<file path="src/design/psa_pkg.sv">
// ----------------------------------------------------------------------------
// psa_pkg
// Shared types, constants and control structs for the paged slot allocator.
// ----------------------------------------------------------------------------
package psa_pkg;

  localparam int unsigned PageSlots  = 32;
  localparam int unsigned PageCount  = 16;
  localparam int unsigned MaxSpawns  = 64;
  localparam int unsigned PageW      = 4;
  localparam int unsigned SlotW      = 5;
  localparam int unsigned LenW       = 5;
  localparam int unsigned LiveW      = 10;
  localparam int unsigned AgeAw      = PageW + SlotW;

  localparam logic [1:0] RegMaxLife  = 2'd0;
  localparam logic [1:0] RegInterval = 2'd1;
  localparam logic [1:0] RegPages    = 2'd2;

  localparam logic ReqTick  = 1'b0;
  localparam logic ReqSpawn = 1'b1;

  typedef struct packed {
    logic        req_type;
    logic [15:0] elapsed;
    logic [6:0]  spawn_count;
  } in_item_t;

  typedef struct packed {
    logic             placed;
    logic [PageW-1:0] page_number;
    logic [SlotW-1:0] slot_number;
    logic [LiveW-1:0] live_count;
    logic             last;
  } out_item_t;

  typedef enum logic [3:0] {
    StIdle,
    StAgeLoad,
    StAgeRead,
    StAgeSlot,
    StAgeEnd,
    StRetire,
    StAccum,
    StPlace,
    StPlaceRes,
    StEmit,
    StEmpty
  } state_e;

  // controller -> datapath
  typedef struct packed {
    logic load_item;
    logic age_page_load;
    logic age_read;
    logic age_slot;
    logic age_page_end;
    logic retire_step;
    logic accum;
    logic place_start;
    logic place_commit;
    logic emit_place;
    logic emit_empty;
  } ctrl_t;

  // datapath -> controller
  typedef struct packed {
    logic is_tick;
    logic age_pages_done;
    logic age_slot_last;
    logic retire_done;
    logic tick_can_place;
    logic spawn_more;
    logic place_found;
    logic any_emitted;
  } stat_t;

endpackage

</file>
<file path="src/design/psa_ctrl.sv">
// ----------------------------------------------------------------------------
// psa_ctrl
// Sequencer: for a tick, age sweep, page retirement, accumulate, then placements; a spawn goes straight to placements.
// ----------------------------------------------------------------------------
module psa_ctrl (
  input  logic             clk_i,
  input  logic             rst_ni,
  input  logic             in_valid_i,
  output logic             in_ready_o,
  input  logic             out_ready_i,
  output logic             out_valid_o,
  input  psa_pkg::stat_t   stat_i,
  output psa_pkg::ctrl_t   ctrl_o
);
  import psa_pkg::*;

  state_e state_q, state_d;
  logic   out_valid_q, out_valid_d;
  logic   out_free;

  assign out_free    = !out_valid_q || out_ready_i;
  assign in_ready_o  = (state_q == StIdle);
  assign out_valid_o = out_valid_q;

  always_comb begin
    state_d = state_q;
    unique case (state_q)
      StIdle:     if (in_valid_i) state_d = StAgeLoad;
      StAgeLoad:  begin
        if (!stat_i.is_tick) state_d = StPlace;
        else if (stat_i.age_pages_done) state_d = StRetire;
        else state_d = StAgeRead;
      end
      StAgeRead:  state_d = StAgeSlot;
      StAgeSlot:  if (stat_i.age_slot_last) state_d = StAgeEnd;
                  else state_d = StAgeRead;
      StAgeEnd:   state_d = StAgeLoad;
      StRetire:   if (stat_i.retire_done) state_d = StAccum;
      StAccum:    state_d = StPlace;
      StPlace:    begin
        if (stat_i.is_tick ? stat_i.tick_can_place : stat_i.spawn_more)
          state_d = StPlaceRes;
        else if (stat_i.any_emitted) state_d = StIdle;
        else state_d = StEmpty;
      end
      StPlaceRes: begin
        if (stat_i.place_found) state_d = StEmit;
        else if (stat_i.is_tick) state_d = stat_i.any_emitted ? StIdle : StEmpty;
        else state_d = StPlace;
      end
      StEmit:     if (out_free) state_d = StPlace;
      StEmpty:    if (out_free) state_d = StIdle;
      default:    state_d = StIdle;
    endcase
  end

  always_comb begin
    ctrl_o      = '0;
    out_valid_d = out_valid_q && !out_ready_i;
    unique case (state_q)
      StIdle:     ctrl_o.load_item     = in_valid_i;
      StAgeLoad:  ctrl_o.age_page_load = stat_i.is_tick && !stat_i.age_pages_done;
      StAgeRead:  ctrl_o.age_read      = 1'b1;
      StAgeSlot:  ctrl_o.age_slot      = 1'b1;
      StAgeEnd:   ctrl_o.age_page_end  = 1'b1;
      StRetire:   ctrl_o.retire_step   = 1'b1;
      StAccum:    ctrl_o.accum         = 1'b1;
      StPlace:    ctrl_o.place_start   =
                    stat_i.is_tick ? stat_i.tick_can_place : stat_i.spawn_more;
      StPlaceRes: ctrl_o.place_commit  = stat_i.place_found;
      StEmit:     begin
        ctrl_o.emit_place = out_free;
        if (out_free) out_valid_d = 1'b1;
      end
      StEmpty:    begin
        ctrl_o.emit_empty = out_free;
        if (out_free) out_valid_d = 1'b1;
      end
      default:    ;
    endcase
  end

  always_ff @(posedge clk_i or negedge rst_ni) begin
    if (!rst_ni) begin
      state_q     <= StIdle;
      out_valid_q <= 1'b0;
    end else begin
      state_q     <= state_d;
      out_valid_q <= out_valid_d;
    end
  end

endmodule

</file>
<file path="config.mk">
export PLATFORM = sky130hd
export DESIGN_NAME = psa_ctrl
export DESIGN_NICKNAME = d
export VERILOG_FILES = /design/src/design/psa_pkg.sv /design/src/design/psa_ctrl.sv
export SDC_FILE = /design/constraint.sdc
export NUM_CORES = 1
export LEC_CHECK = 0
export BUFFER_PORTS_ARGS = -buffer_cell sky130_fd_sc_hd__clkbuf_2
export CAP_MARGIN = 15
export CELL_PAD_IN_SITES_DETAIL_PLACEMENT = 0
export CELL_PAD_IN_SITES_GLOBAL_PLACEMENT = 1
export CORE_MARGIN = 2
export CORE_UTILIZATION = 32
export DETAILED_ROUTE_END_ITERATION = 12
export PLACE_DENSITY_LB_ADDON = 0.1
export SLEW_MARGIN = 10
export SYNTH_ARGS = -nofsm -noshare
export SYNTH_HDL_FRONTEND = slang
export SYNTH_SLANG_ARGS = --single-unit
</file>
<file path="constraint.sdc">
create_clock -name clk_i -period 2.4 [get_ports clk_i]
set_input_delay 0.36 -clock clk_i [delete_from_list [all_inputs] [get_ports clk_i]]
set_output_delay 0.36 -clock clk_i [all_outputs]
set_load 0.02 [all_outputs]
</file>
* After elaboration in Yosys (flattened, before gate mapping)
Index checks and enable logic that the tools add are counted.
** Word-level totals
- Register bits after elaboration :: 5
- Input port bits :: 12
- Output and inout port bits :: 13
- Logic and storage cells :: 51
** Cells by class
- Equal/unequal tests :: 14
- Mux-type cells :: 26
- Reductions and logical operators :: 9
** Operators by type and width (number)
- 4-bit case mux with 11 select lines :: 1
- 4-bit two-way mux :: 8
- 4-bit by 3-bit == test with 1-bit output, second input constant :: 4
- 1-bit two-way mux :: 14
- 4-bit == test, second input constant :: 3
- 3-bit two-way mux :: 3
- 4-bit by 2-bit == test with 1-bit output, second input constant :: 2
- 2-bit inequality test, second input constant :: 4
- 4-bit by 1-bit == test with 1-bit output, second input constant :: 1
- 4-bit zero test :: 1
- 4-bit AND reduction :: 1
- 1-bit zero test :: 3
- 1-bit logical AND :: 2
- 2-bit OR reduction :: 1
- 1-bit logical OR :: 1

* Logic depth before layout (Yosys ltp)
- Depth after elaboration :: 4
- Mapped depth :: 5
- Depth with buffers taken out :: 4

* Worst setup path after synthesis
Ideal clock, no wire load.
- Kind :: reg-to-output
- Start point :: reg state_q[1]
- End point :: out ctrl_o[10] (netlist bit)
- Data arrival time :: 1722 ps
- Data required time :: 2040 ps
- Setup slack :: 318 ps
- Cell stages (with the launch flop) :: 4
- Path buffers :: 1
- Cell sequence :: dfrtp_1 -> buf_2 -> nor4_1 -> and2_1
** RTL lines
- from (decl) :: RTL line psa_ctrl.sv:17 : state_e state_q, state_d;
- from (signal assigned) :: RTL line psa_ctrl.sv:85 : state_q <= StIdle;
- from (signal assigned) :: RTL line psa_ctrl.sv:88 : state_q <= state_d;
- to (decl) :: RTL line psa_ctrl.sv:13 : output psa_pkg::ctrl_t ctrl_o

==> results_dict.tcl <==
set metrics [dict create \
    outcome "complete, no violations" \
    power_density_nw_per_um2 1205 \
    postLayoutCoreUtil_pct 44.91 \
    critical_path.top_delay_family "simple AND/OR/NAND/NOR gates" \
    path_cells "or4b_4 -> nor2_4 -> clkbuf_2" \
    clock_latency_ns 0.24 \
    synthCells 69 \
    max_freq_mhz 480.5 \
    path_class "reg -> out" \
    finalHoldViolCount 0 \
    setup_viol 0 \
    seqCellArea_um2 125.1 \
    wirelength_um 1383 \
    max-slew-margin-rel_pct 66.91 \
    cts_buffer_depth 2 \
    worstSetupEndpointType "output pin" \
    synth_area_um2 528.0 \
    ys_warn_count 0 \
    irDropWorstVdd_mv 0.6089 \
    path_max_fanout 16 \
    yosysTopAreaCell "dfrtp_1" \
    wire_per_inst_um 12.57 \
    synth_top_family_by_area "simple AND/OR/NAND/NOR gates" \
    finalNetCount 107 \
    antenna_cells 0 \
    fillers 177 \
    pin_count 25 \
    first_iter_violations 9 \
    cts-root-buf "clkbuf_4" \
    crit_arrival_ns 1.72 \
    cap_viol_max_count 0 \
    ys_seq_area_share_pct 23.70 \
    dieArea_um2 1991 \
    tightest_slew_ns 0.4964 \
    hold_class "in -> reg" \
    routabilityCongestion 0.7450 \
    cts_buffers 3 \
    track_usage_pct 16.16 \
    grt.overflow.total 0 \
    power_leakage_nw 0.3092 \
    synth_xor_area_share_pct 1.659 \
    fp.dieW_um 44.62 \
    synth_top_cell_area_share_pct 23.70 \
    ys_types 29 \
    syn_to_final_growth_pct 29.62 \
    power_uw 824.5 \
    drc 0 \
    synth.area.mux_share_pct 2.133 \
    multi_input_area_um2 371.6 \
    vias 589 \
    hold_start "stat_i[0]" \
    rows 14 \
    clkSlewWorstSetupHoldPaths_ns 0.05 \
    dp_hpwl_um 1048 \
    required_ns 2.04 \
    htreeDepth 1 \
    rsz0062_at_grt "no" \
    period_needed_ns 2.081 \
    synth-seq-cells 5 \
    max_stage_delay_ns 0.63 \
    cp_slowest_cell "or4b_4" \
    port_buffers 24 \
    coreArea_um2 1524 \
    synthAdderAreaFrac_pct 0 \
    start_kind "register" \
    maxSlewViolCount 0 \
    timing.hold.ws_ns 0.3385 \
    crit_start "state_q[1]$_DFFE_PN0P_" \
    period_share_pct 86.71 \
    drive_gt1_share_pct 36.17 \
    cts_num_sinks 5 \
    grt_pass1_vias 533 \
    worstReg2RegStart "state_q[0]$_DFFE_PN0P_" \
    antenna_found_initial 0 \
    place_area_um2 648.1 \
    tns_ns 0 \
    viasPerCell 5.355 \
    start_util_pct 34.65 \
    design_area_um2 684.4 \
    finClkSkew_ns 0.005280 \
    netlist_top_cells_area "dfrtp_1 (24%), nand2b_1 (9.5%), nor3_1 (5.7%)" \
    synth_nets 81 \
    drt-pass1-iter-count 4 \
    path_buf_inv 1 \
    grt_first_pass_wirelength_um 2421 \
    cts_tree "built" \
    syn_avg_cell_area_um2 7.652 \
    synthSimpleGateAreaFrac_pct 40.52 \
    grt_max_degree 17 \
    synth_compound_area_share_pct 26.07 \
    detail-route-antenna-nets 0 \
    fp.dieH_um 44.62 \
]
## final cells by class
| type | count | area share, % |
|---|---|---|
| clock buffer | 4 | 3.839 |
| inverter | 3 | 1.645 |
| multi-input combinational | 57 | 54.30 |
| sequential | 5 | 18.28 |
| tap | 16 | 2.925 |
| timing repair buffer | 25 | 19.01 |
## through the flow
step                setup WS [ns]  std cells
global route               0.2455        110
CTS                        0.3109        110
finish                     0.3190        110
detailed placement         0.5732        105
global placement           0.6004        105
floorplan                  0.3182         69
## cell usage in the layout, fill, tap and decap left out, types with 2 or more instances in the layout
cell type,count
clkbuf_2,24
nand2b_1,8
nor2_1,7
nor3_1,6
dfrtp_1,5
nor4_1,4
o21ai_0,4
inv_1,3
a21oi_1,3
clkbuf_4,3
nand2_1,2
and2_1,2
or3_1,2
nand3_1,2
o32ai_1,2
## kinds of logic after synthesis
logic type	count (synthesis)
AOI/OAI and AO/OA	18
xor gates and xnor gates	1
buffers and inverters	7
DFF	5
muxes	1
and+or+nand+nor	37
## worst reg2reg max path: stages, from the launching register on
cell	delay, ns
dfrtp_1	0.53
or3_1	0.45
a211oi_2	0.29
a21o_2	0.18
o32ai_1	0.10
## routing by layer
layer  GRT usage [%]  vias to the layer above  wire length [um]
li1                -                      306                 -
met1           23.02                      264               669
met2           24.64                       19               625
met3           4.898                        0                87
met4           1.818                        0                 0
met5               0                        -                 0
## cell usage after synthesis
| cell type | instances |
|---|---|
| nand2b_1 | 8 |
| nor2_1 | 7 |
| nor3_1 | 6 |
| dfrtp_1 | 5 |
| buf_2 | 4 |
| nor4_1 | 4 |
| o21ai_0 | 4 |
| a21oi_1 | 3 |
| inv_1 | 3 |
| and2_1 | 2 |
| nand2_1 | 2 |
| nand3_1 | 2 |
| o32ai_1 | 2 |
| or3_1 | 2 |
| a211oi_1 | 1 |
| a211oi_2 | 1 |
| a21o_1 | 1 |
| a21o_2 | 1 |
| a32oi_1 | 1 |
| mux2_2 | 1 |
| nand3b_1 | 1 |
| nor2_4 | 1 |
| nor3b_1 | 1 |
| o2111a_1 | 1 |
| o211ai_2 | 1 |
| o21ai_2 | 1 |
| o31ai_1 | 1 |
| or4b_4 | 1 |
| xnor2_1 | 1 |
## path summary, 6_finish.rpt
| check | endpoint | slack [ns] | cells after the start |
|---|---|---|---|
| worst max register to register | state_q[2]$_DFFE_PN0P_ | 0.73 | 4 |
| worst min register to register | out_valid_o$_DFF_PN0_ | 0.57 | 2 |
| worst min-delay path | state_q[3]$_DFFE_PN0P_ | 0.34 | 2 |
| max in group asynchronous | state_q[0]$_DFFE_PN0P_ | 1.79 | 2 |
| min in group asynchronous | state_q[2]$_DFFE_PN0P_ | 0.47 | 2 |
| worst max-delay path | ctrl_o[2] | 0.32 | 3 |
## registers in the layout (all words and copies together), names as in the netlist
name	flops
state_q	4
out_valid_o	1
## what timing repair did
action / 4_1_cts / 5_1_grt
resized for setup: 0 / 0
hold buffers: 1 / 0
hold endpoints to repair: 5 / 0
setup buffers: 0 / 0
## where the power goes
part | internal, mW | switching, mW | total (mW)
Combinational | 0.201 | 0.280 | 0.481
Clock | 0.0629 | 0.0350 | 0.0978
Sequential | 0.123 | 0.123 | 0.246
Total | 0.387 | 0.438 | 0.824
No activity file was read; power rests on OpenSTA's default activity.
